**src/hdl/qpps_pkg.sv**
```systemverilog
`default_nettype none

package qpps_pkg;

   // motor count default
   localparam int unsigned MOTOR_COUNT_DEFAULT = 3;

   // port widths
   localparam int unsigned REQ_DATA_W = 40;
   localparam int unsigned RSP_DATA_W = 72;

   // reset values
   localparam logic [15:0] PWM_PERIOD_RESET   = 16'd4000;
   localparam logic [15:0] GAIN_RESET         = 16'd390;
   localparam logic [2:0]  REVERSE_MASK_RESET = 3'd6;
   localparam logic [15:0] TARGET_LIMIT_RESET = 16'd9999;
   localparam logic [31:0] POSITION_RESET     = 32'd5000;
   localparam logic [15:0] TARGET_RESET       = 16'd5000;

   // quadrature transition table, index {previous phases, new phases}
   localparam logic [15:0] STEP_UP   = 16'h4182;
   localparam logic [15:0] STEP_DOWN = 16'h2814;

   // saturated magnitude of the proportional term
   localparam logic [16:0] MAG_SATURATE = 17'h10000;

   typedef enum logic [1:0] {
      OP_ENCODER    = 2'd0,
      OP_SET_TARGET = 2'd1,
      OP_TICK       = 2'd2,
      OP_READ       = 2'd3
   } op_type;

   typedef enum logic [1:0] {
      CSR_PWM_PERIOD   = 2'd0,
      CSR_GAIN         = 2'd1,
      CSR_REVERSE_MASK = 2'd2,
      CSR_TARGET_LIMIT = 2'd3
   } csr_index_type;

   typedef enum logic [1:0] {
      ST_IDLE,
      ST_CALC,
      ST_MUL,
      ST_EMIT
   } ctrl_state_type;

   // controller to datapath
   typedef struct packed {
      logic take;
      logic calc;
      logic mul;
      logic emit;
   } dp_cmd_type;

   // datapath to controller
   typedef struct packed {
      logic out_free;
      logic is_tick;
   } dp_status_type;

endpackage

`default_nettype wire

```
**src/hdl/qpps_ctrl.sv**
```systemverilog
`default_nettype none

module qpps_ctrl (
   input  wire logic                   clock,
   input  wire logic                   reset,
   input  wire logic                   req_tvalid,
   output logic                        req_tready,
   input  wire qpps_pkg::dp_status_type status,
   output qpps_pkg::dp_cmd_type        cmd
);

   qpps_pkg::ctrl_state_type state_ff;
   qpps_pkg::ctrl_state_type state_in;

   // state register
   always_ff @(posedge clock) begin
      if (reset) begin
         state_ff <= qpps_pkg::ST_IDLE;
      end else begin
         state_ff <= state_in;
      end
   end

   // next state
   always_comb begin
      state_in = state_ff;
      case (state_ff)
         qpps_pkg::ST_IDLE: begin
            if (req_tvalid) begin
               state_in = qpps_pkg::ST_CALC;
            end
         end
         qpps_pkg::ST_CALC: begin
            if (status.is_tick) begin
               state_in = qpps_pkg::ST_MUL;
            end else begin
               state_in = qpps_pkg::ST_EMIT;
            end
         end
         qpps_pkg::ST_MUL: begin
            state_in = qpps_pkg::ST_EMIT;
         end
         qpps_pkg::ST_EMIT: begin
            if (status.out_free) begin
               state_in = qpps_pkg::ST_IDLE;
            end
         end
         default: begin
            state_in = qpps_pkg::ST_IDLE;
         end
      endcase
   end

   // outputs
   always_comb begin
      req_tready = 1'b0;
      cmd        = '0;
      case (state_ff)
         qpps_pkg::ST_IDLE: begin
            req_tready = 1'b1;
            cmd.take   = req_tvalid;
         end
         qpps_pkg::ST_CALC: begin
            cmd.calc = 1'b1;
         end
         qpps_pkg::ST_MUL: begin
            cmd.mul = 1'b1;
         end
         qpps_pkg::ST_EMIT: begin
            cmd.emit = status.out_free;
         end
         default: begin
            cmd = '0;
         end
      endcase
   end

endmodule

`default_nettype wire

```
**src/hdl/qpps_datapath.sv**
```systemverilog
`default_nettype none

module qpps_datapath #(
   parameter int unsigned MOTOR_COUNT = qpps_pkg::MOTOR_COUNT_DEFAULT
) (
   input  wire logic                             clock,
   input  wire logic                             reset,
   input  wire logic [qpps_pkg::REQ_DATA_W-1:0]  req_tdata,
   input  wire logic [1:0]                       req_tuser,
   output logic                                  rsp_tvalid,
   input  wire logic                             rsp_tready,
   output logic [qpps_pkg::RSP_DATA_W-1:0]       rsp_tdata,
   output logic [0:0]                            rsp_tuser,
   input  wire logic                             csr_valid,
   input  wire logic [1:0]                       csr_index,
   input  wire logic [15:0]                      csr_data,
   input  wire qpps_pkg::dp_cmd_type             cmd,
   output qpps_pkg::dp_status_type               status
);

   localparam int unsigned IDX_W = (MOTOR_COUNT > 1) ? $clog2(MOTOR_COUNT) : 1;
   localparam logic [4:0] MOTOR_LIMIT = 5'(MOTOR_COUNT);

   // configuration registers
   logic [15:0] period_ff;
   logic [15:0] gain_ff;
   logic [2:0]  mask_ff;
   logic [15:0] limit_ff;

   // captured item
   qpps_pkg::op_type op_ff;
   logic [1:0]       motor_ff;
   logic [1:0]       phases_ff;
   logic [31:0]      new_target_ff;

   // per-motor state
   logic [1:0]  prev_ff [MOTOR_COUNT];
   logic [31:0] pos_ff  [MOTOR_COUNT];
   logic [15:0] tgt_ff  [MOTOR_COUNT];

   // control term pipeline
   logic [15:0] abs_lo_ff;
   logic        abs_big_ff;
   logic        rev_ff;
   logic [16:0] mag_ff;
   logic [16:0] mag_in;

   // result register
   logic                            rsp_valid_ff;
   logic [qpps_pkg::RSP_DATA_W-1:0] rsp_data_ff;
   logic [qpps_pkg::RSP_DATA_W-1:0] rsp_data_in;
   logic                            rsp_upd_ff;
   logic                            rsp_upd_in;

   logic [IDX_W-1:0] sel;
   logic             motor_ok;
   logic [1:0]       cur_prev;
   logic [31:0]      cur_pos;
   logic [15:0]      cur_tgt;
   logic [3:0]       trans;
   logic [3:0]       mask4;
   logic             neg;
   logic             step_up;
   logic             step_dn;
   logic [31:0]      pos_in;
   logic             tgt_ok;
   logic [33:0]      err;
   logic [33:0]      err_negated;
   logic [32:0]      err_abs;
   logic [31:0]      prod1;
   logic [32:0]      prod2;
   logic [16:0]      level_raw;
   logic [15:0]      level_limit;
   logic [15:0]      level;
   logic             is_tick;

   // configuration writes
   always_ff @(posedge clock) begin
      if (reset) begin
         period_ff <= qpps_pkg::PWM_PERIOD_RESET;
         gain_ff   <= qpps_pkg::GAIN_RESET;
         mask_ff   <= qpps_pkg::REVERSE_MASK_RESET;
         limit_ff  <= qpps_pkg::TARGET_LIMIT_RESET;
      end else if (csr_valid) begin
         case (qpps_pkg::csr_index_type'(csr_index))
            qpps_pkg::CSR_PWM_PERIOD:   period_ff <= csr_data;
            qpps_pkg::CSR_GAIN:         gain_ff   <= csr_data;
            qpps_pkg::CSR_REVERSE_MASK: mask_ff   <= csr_data[2:0];
            qpps_pkg::CSR_TARGET_LIMIT: limit_ff  <= csr_data;
            default:                    limit_ff  <= limit_ff;
         endcase
      end
   end

   // capture the accepted beat
   always_ff @(posedge clock) begin
      if (cmd.take) begin
         op_ff         <= qpps_pkg::op_type'(req_tuser);
         motor_ff      <= req_tdata[1:0];
         phases_ff     <= req_tdata[3:2];
         new_target_ff <= req_tdata[35:4];
      end
   end

   // selected motor
   assign sel      = IDX_W'(motor_ff);
   assign motor_ok = ({3'b000, motor_ff} < MOTOR_LIMIT);
   assign cur_prev = prev_ff[sel];
   assign cur_pos  = pos_ff[sel];
   assign cur_tgt  = tgt_ff[sel];
   assign is_tick  = (op_ff == qpps_pkg::OP_TICK);

   // quadrature step, direction swapped by the motor's mask bit
   assign trans   = {cur_prev, phases_ff};
   assign mask4   = {1'b0, mask_ff};
   assign neg     = mask4[motor_ff];
   assign step_up = neg ? qpps_pkg::STEP_DOWN[trans] : qpps_pkg::STEP_UP[trans];
   assign step_dn = neg ? qpps_pkg::STEP_UP[trans] : qpps_pkg::STEP_DOWN[trans];

   always_comb begin
      if (step_up) begin
         pos_in = cur_pos + 32'd1;
      end else if (step_dn) begin
         pos_in = cur_pos - 32'd1;
      end else begin
         pos_in = cur_pos;
      end
   end

   // target accepted only in 0..limit
   assign tgt_ok = !new_target_ff[31] && (new_target_ff[30:16] == 15'd0)
                   && (new_target_ff[15:0] <= limit_ff);

   // per-motor state update
   always_ff @(posedge clock) begin
      if (reset) begin
         for (int m = 0; m < MOTOR_COUNT; m++) begin
            prev_ff[m] <= 2'b00;
            pos_ff[m]  <= qpps_pkg::POSITION_RESET;
            tgt_ff[m]  <= qpps_pkg::TARGET_RESET;
         end
      end else if (cmd.calc && motor_ok) begin
         if (op_ff == qpps_pkg::OP_ENCODER) begin
            prev_ff[sel] <= phases_ff;
            pos_ff[sel]  <= pos_in;
         end else if (op_ff == qpps_pkg::OP_SET_TARGET && tgt_ok) begin
            tgt_ff[sel] <= new_target_ff[15:0];
         end
      end
   end

   // position error, sign and magnitude
   assign err         = {18'd0, cur_tgt} - {{2{cur_pos[31]}}, cur_pos};
   assign err_negated = -err;
   assign err_abs     = err[33] ? err_negated[32:0] : err[32:0];

   always_ff @(posedge clock) begin
      if (cmd.calc) begin
         abs_lo_ff  <= err_abs[15:0];
         abs_big_ff <= |err_abs[32:16];
         rev_ff     <= err[33] && (gain_ff != 16'd0);
      end
   end

   // gain times error, saturated at one full scale
   assign prod1 = {16'd0, gain_ff} * {16'd0, abs_lo_ff};

   always_comb begin
      if ((abs_big_ff && gain_ff != 16'd0) || (prod1[31:16] != 16'd0)) begin
         mag_in = qpps_pkg::MAG_SATURATE;
      end else begin
         mag_in = {1'b0, prod1[15:0]};
      end
   end

   always_ff @(posedge clock) begin
      if (cmd.mul) begin
         mag_ff <= mag_in;
      end
   end

   // scale by period, clamp at period minus two
   assign prod2       = {16'd0, mag_ff} * {17'd0, period_ff};
   assign level_raw   = prod2[32:16];
   assign level_limit = (period_ff >= 16'd2) ? (period_ff - 16'd2) : 16'd0;
   assign level       = (level_raw >= {1'b0, level_limit}) ? level_limit : level_raw[15:0];

   // result beat
   always_comb begin
      rsp_data_in = '0;
      rsp_upd_in  = 1'b0;
      if (motor_ok) begin
         rsp_data_in[31:0]  = cur_pos;
         rsp_data_in[47:32] = cur_tgt;
         if (is_tick) begin
            rsp_data_in[63:48] = level;
            rsp_data_in[64]    = rev_ff;
            rsp_upd_in         = 1'b1;
         end
      end
   end

   always_ff @(posedge clock) begin
      if (reset) begin
         rsp_valid_ff <= 1'b0;
      end else if (cmd.emit) begin
         rsp_valid_ff <= 1'b1;
      end else if (rsp_tready) begin
         rsp_valid_ff <= 1'b0;
      end
   end

   always_ff @(posedge clock) begin
      if (cmd.emit) begin
         rsp_data_ff <= rsp_data_in;
         rsp_upd_ff  <= rsp_upd_in;
      end
   end

   assign rsp_tvalid      = rsp_valid_ff;
   assign rsp_tdata       = rsp_data_ff;
   assign rsp_tuser       = rsp_upd_ff;
   assign status.out_free = !rsp_valid_ff || rsp_tready;
   assign status.is_tick  = is_tick;

endmodule

`default_nettype wire

```
**src/hdl/quadrature_position_p_servo.sv**
```systemverilog
`default_nettype none

// Quadrature decoder and proportional position servo for MOTOR_COUNT motors.
// Each request beat is an encoder sample, a target write, a control tick or a
// position read for one motor, and each gives exactly one response beat with
// that motor's position and target; on a control tick the drive level and
// direction come along and rsp_tuser is set. A motor index at or beyond
// MOTOR_COUNT changes nothing and returns all zeros. Each item passes through
// the controller states in order: IDLE accepts the beat, CALC updates the
// motor state and forms the error, on a tick MUL registers gain times error,
// and EMIT scales by the PWM period and loads the response register, waiting
// there while that register is still full and not being taken.
// The next request is taken as soon as the result sits in the response
// register, even if it has not yet been taken; it waits only when that
// register is still full at the end of the next item.
// Configuration writes are taken every cycle and must come while idle.
module quadrature_position_p_servo #(
   parameter int unsigned MOTOR_COUNT = qpps_pkg::MOTOR_COUNT_DEFAULT
) (
   input  wire logic                             clock,
   input  wire logic                             reset,
   input  wire logic                             req_tvalid,
   output logic                                  req_tready,
   // motor[1:0], phases[3:2], new_target[35:4], zero fill
   input  wire logic [qpps_pkg::REQ_DATA_W-1:0]  req_tdata,
   // operation[1:0]
   input  wire logic [1:0]                       req_tuser,
   output logic                                  rsp_tvalid,
   input  wire logic                             rsp_tready,
   // position[31:0], target[47:32], drive_level[63:48], drive_reverse[64], zero fill
   output logic [qpps_pkg::RSP_DATA_W-1:0]       rsp_tdata,
   // drive_update[0]
   output logic [0:0]                            rsp_tuser,
   input  wire logic                             csr_valid,
   output logic                                  csr_ready,
   input  wire logic [1:0]                       csr_index,
   input  wire logic [15:0]                      csr_data
);

   qpps_pkg::dp_cmd_type    cmd;
   qpps_pkg::dp_status_type status;

   // register writes never stall
   assign csr_ready = 1'b1;

   qpps_ctrl u_ctrl (
      .clock      (clock),
      .reset      (reset),
      .req_tvalid (req_tvalid),
      .req_tready (req_tready),
      .status     (status),
      .cmd        (cmd)
   );

   qpps_datapath #(
      .MOTOR_COUNT (MOTOR_COUNT)
   ) u_datapath (
      .clock      (clock),
      .reset      (reset),
      .req_tdata  (req_tdata),
      .req_tuser  (req_tuser),
      .rsp_tvalid (rsp_tvalid),
      .rsp_tready (rsp_tready),
      .rsp_tdata  (rsp_tdata),
      .rsp_tuser  (rsp_tuser),
      .csr_valid  (csr_valid),
      .csr_index  (csr_index),
      .csr_data   (csr_data),
      .cmd        (cmd),
      .status     (status)
   );

endmodule

`default_nettype wire
```
**config.mk**
```make
export PLATFORM = sky130hd
export DESIGN_NAME = quadrature_position_p_servo
export DESIGN_NICKNAME = d
export VERILOG_FILES = /design/src/hdl/qpps_pkg.sv /design/src/hdl/qpps_ctrl.sv /design/src/hdl/qpps_datapath.sv /design/src/hdl/quadrature_position_p_servo.sv
export SDC_FILE = /design/constraint.sdc
export NUM_CORES = 2
export LEC_CHECK = 0
export BUFFER_PORTS_ARGS = -buffer_cell sky130_fd_sc_hd__buf_2
export CAP_MARGIN = 30
export CELL_PAD_IN_SITES_DETAIL_PLACEMENT = 0
export CELL_PAD_IN_SITES_GLOBAL_PLACEMENT = 2
export CORE_ASPECT_RATIO = 1.2
export CORE_MARGIN = 2
export CORE_UTILIZATION = 46
export CTS_BUF_LIST = sky130_fd_sc_hd__clkbuf_2
export DETAILED_ROUTE_END_ITERATION = 8
export GPL_ROUTABILITY_DRIVEN = 0
export PLACE_DENSITY = 0.93
export RECOVER_POWER = 25
export SYNTH_ARGS = -nofsm -noshare
export SYNTH_HDL_FRONTEND = slang
export SYNTH_SLANG_ARGS = --single-unit
```
**constraint.sdc**
```tcl
create_clock -name clock -period 16.25 [get_ports clock]
set_input_delay 0.8125 -clock clock [delete_from_list [all_inputs] [get_ports clock]]
set_output_delay 0.8125 -clock clock [all_outputs]
set_load 0.03 [all_outputs]
```
==> flow_summary.toml <==
[outcome]
status = "finished, violations left"
violations = "capacitance limit, slew limit"

[floorplanning]
initial_core_util_pct = 46.24
rows = 114
die_w_um = 263.1
core_area_um2 = 80160
ioPinCount = 141
dieArea_um2 = 82870
chipHeight_um = 315.0

[hold_path]
worst_hold_path.num_cells = 4
hp-class = "primary input to flip-flop"

[setup_path]
path_class = "flip-flop to flip-flop"
crit_cells = 33
arrival_ps = 11050
crit_path_max_incr_delay_ps = 990
end_kind = "flip-flop"
required_ps = 17230
startpoint_type = "flip-flop"
cp_common_cell = "fa_1"
crit_slowest_cell = "clkbuf_1"
r2r_cells = 33
crit_fanout = 22
critPathTopFamily = "adder cells"
worst-path-buf-inv = 7

[global_route]
grt_pass1_wl_mm = 149.5
grt_usage_pct = 23.17
grt_overflow = 0
grt_max_degree = 64
antenna_found_initial = 6
first_global_vias = 27550

[detailed_routing]
drc_errors = 0
routed_wl_mm = 93.77
wl_per_cell_um = 18.75
viasPerCell = 5.265
vias = 26320
first_pass_iters = 5
postRouteAntennaNets = 0
drtIter0Drc = 1436

[synth]
synth-xor-area-share_pct = 2.758
yosysTopAreaCell = "edfxtp_1"
synth.most_common_cell = "inv_1"
synth_top_family_by_area = "adder cells"
synth_simple_gate_area_share_pct = 18.13
synth.yosys.seq_area_share_pct = 30.49
synth-compound-area-share_pct = 6.231
ys_types = 90
synth_edf_count = 339
synth_top_area_share_pct = 27.46
synthAdderAreaFrac_pct = 30.56
muxShareOfSynthArea_pct = 3.916
synth_cells = 3664
avgSynthCellArea_um2 = 10.12
synth_area_leaders = "edfxtp_1 (27%), fa_1 (22%), ha_1 (8.8%), and2_1 (6.9%), inv_1 (6.1%)"
synthesis.area_um2 = 37070
ys_async_sr_fraction_pct = 0
yosys_warnings = 0
ys.flop_type = "edfxtp_1"
ys_ff_latch = 395
ys_top_cells_by_count = "inv_1 (599), and2_1 (410), fa_1 (402), nand2_1 (376), edfxtp_1 (339)"

[sta]
fmax_mhz = 99.30
hold_violations = 0
worst_pin_slew_ps = 2059
maxSlewHeadroom_pct = -37.30
period_needed_ps = 10070
report.final.slew_viol_count = 39
rsz0062_at_grt = "false"
setup_viol = 0
timing.final.crit_share_pct = 61.97
clock_skew_ps = 114.7
fin_tns_setup_ps = 0

[placed_design]
io_buffers = 128
hpwl_mm = 69.57

[clock_network]
ctsHtreeMaxLevel = 3
insertion_delay_ps = 1150
tritoncts = "done"
clk_pin_slew_ps = 110
cts_buffers = 93
root_buffer = "clkbuf_2"
cts_resized = 0
clk_path_buf_depth = 3
clock_sinks = 395

[cells_and_area]
final_layout_size_suffix_gt1_share_pct = 10.07
layout.nets = 4609
area_growth_syn_to_layout_pct = 9.064

[run]
cap_violations = 1
cell type report:
class	instances	area, um^2
repair buffers	224	1499
fillers	7557	39740
clock inverters	39	342.8
multi-input cells	2567	23070
diodes	3	7.507
clock buffers	129	645.6
flip-flops and latches	395	11300
well taps	1044	1306
inverters	599	2248
path summary, 6_finish.rpt:
check	from	to	slack, ps
setup / recovery	u_datapath.period_ff[7]	u_datapath.rsp_tdata[48]	6180
hold / removal	rsp_tready	u_datapath.rsp_tvalid	150
setup reg to reg	u_datapath.period_ff[7]	u_datapath.rsp_tdata[48]	6180
hold reg to reg	u_datapath.limit_ff[11]	u_datapath.limit_ff[11]	470
worst reg2reg max path: cells and delay by family, from the launching register on:
family,cells,cell delay [ps]
adder cells (fa/ha/maj),8,3630
AO/OA/AOI/OAI,9,2890
buffers and inverters,7,1470
AND/OR/NAND/NOR,8,1410
flip-flops,1,320
XOR/XNOR,1,210
state kept, by name, indices dropped and copies added (netlist names), 3 cells and up, named ones only:
signal                    count
u_datapath.abs_lo_ff         16
u_datapath.pos_ff           128
u_datapath.rsp_tdata         65
u_datapath.period_ff         16
u_datapath.mask_ff            3
u_datapath.tgt_ff            64
u_datapath.new_target_ff     32
u_datapath.prev_ff            8
u_datapath.limit_ff          16
u_datapath.mag_ff            17
u_datapath.gain_ff           16
through the flow:
stage / hold slack (ps) / util [%] / std cells / setup slack [ps] / cell area (um^2)
2_1_floorplan: 435.2 / - / 3720 / 8141 / 37280
3_3_place_gp: 443.7 / 48.47 / 4770 / 6638 / 38850
3_5_place_dp: 452.7 / 48.59 / 4775 / 6621 / 38950
4_1_cts: 16.95 / 50.50 / 4997 / 6583 / 40480
5_1_grt: 130.1 / 50.43 / 4999 / 5539 / 40420
6_report: 153.6 / 50.43 / 5000 / 6179 / 40430
what timing repair did:
item                                   in CTS  in global routing
hold buffers                               54                  0
setup buffers                               0                  0
endpoints found under the hold margin      90                  0
cell families (layout without fill, tap and decap cells):
family,Yosys count,after routing
fa+ha+maj,664,664
xor+xnor,115,115
simple gates,1299,1299
mux,82,82
buf+inv,758,991
compound gates,349,349
other cells,2,61
flops,395,395
placed cells by master (no fill, tap or decap), types with 36 or more instances in the layout:
cell type,Yosys,final
clkbuf_2,0,129
inv_1,599,599
nor2_1,214,214
nand3_1,46,46
nand2_1,376,376
o21ai_0,60,60
edfxtp_1,339,339
xnor2_1,77,77
dlygate4sd3_1,0,54
and2_1,410,404
dfxtp_1,56,55
fa_1,402,402
buf_2,8,121
a21oi_1,103,103
nor3_1,48,47
mux4_2,50,50
conb_1,2,58
ha_1,262,262
xor2_1,36,36
per-layer routing:
| layer | part of all wire (%) | global-route usage [%] | vias to the layer above |
|---|---|---|---|
| li1 | - | - | 12380 |
| met1 | 40 | 27.38 | 13050 |
| met2 | 52 | 42.46 | 715 |
| met3 | 5.3 | 3.819 | 172 |
| met4 | 2.9 | 8.325 | 6 |
| met5 | 0.044 | 0 | - |
Power is left out: the tool's default activity adds up to more than one toggle a clock period on the data nets, which glitch-free logic cannot reach.
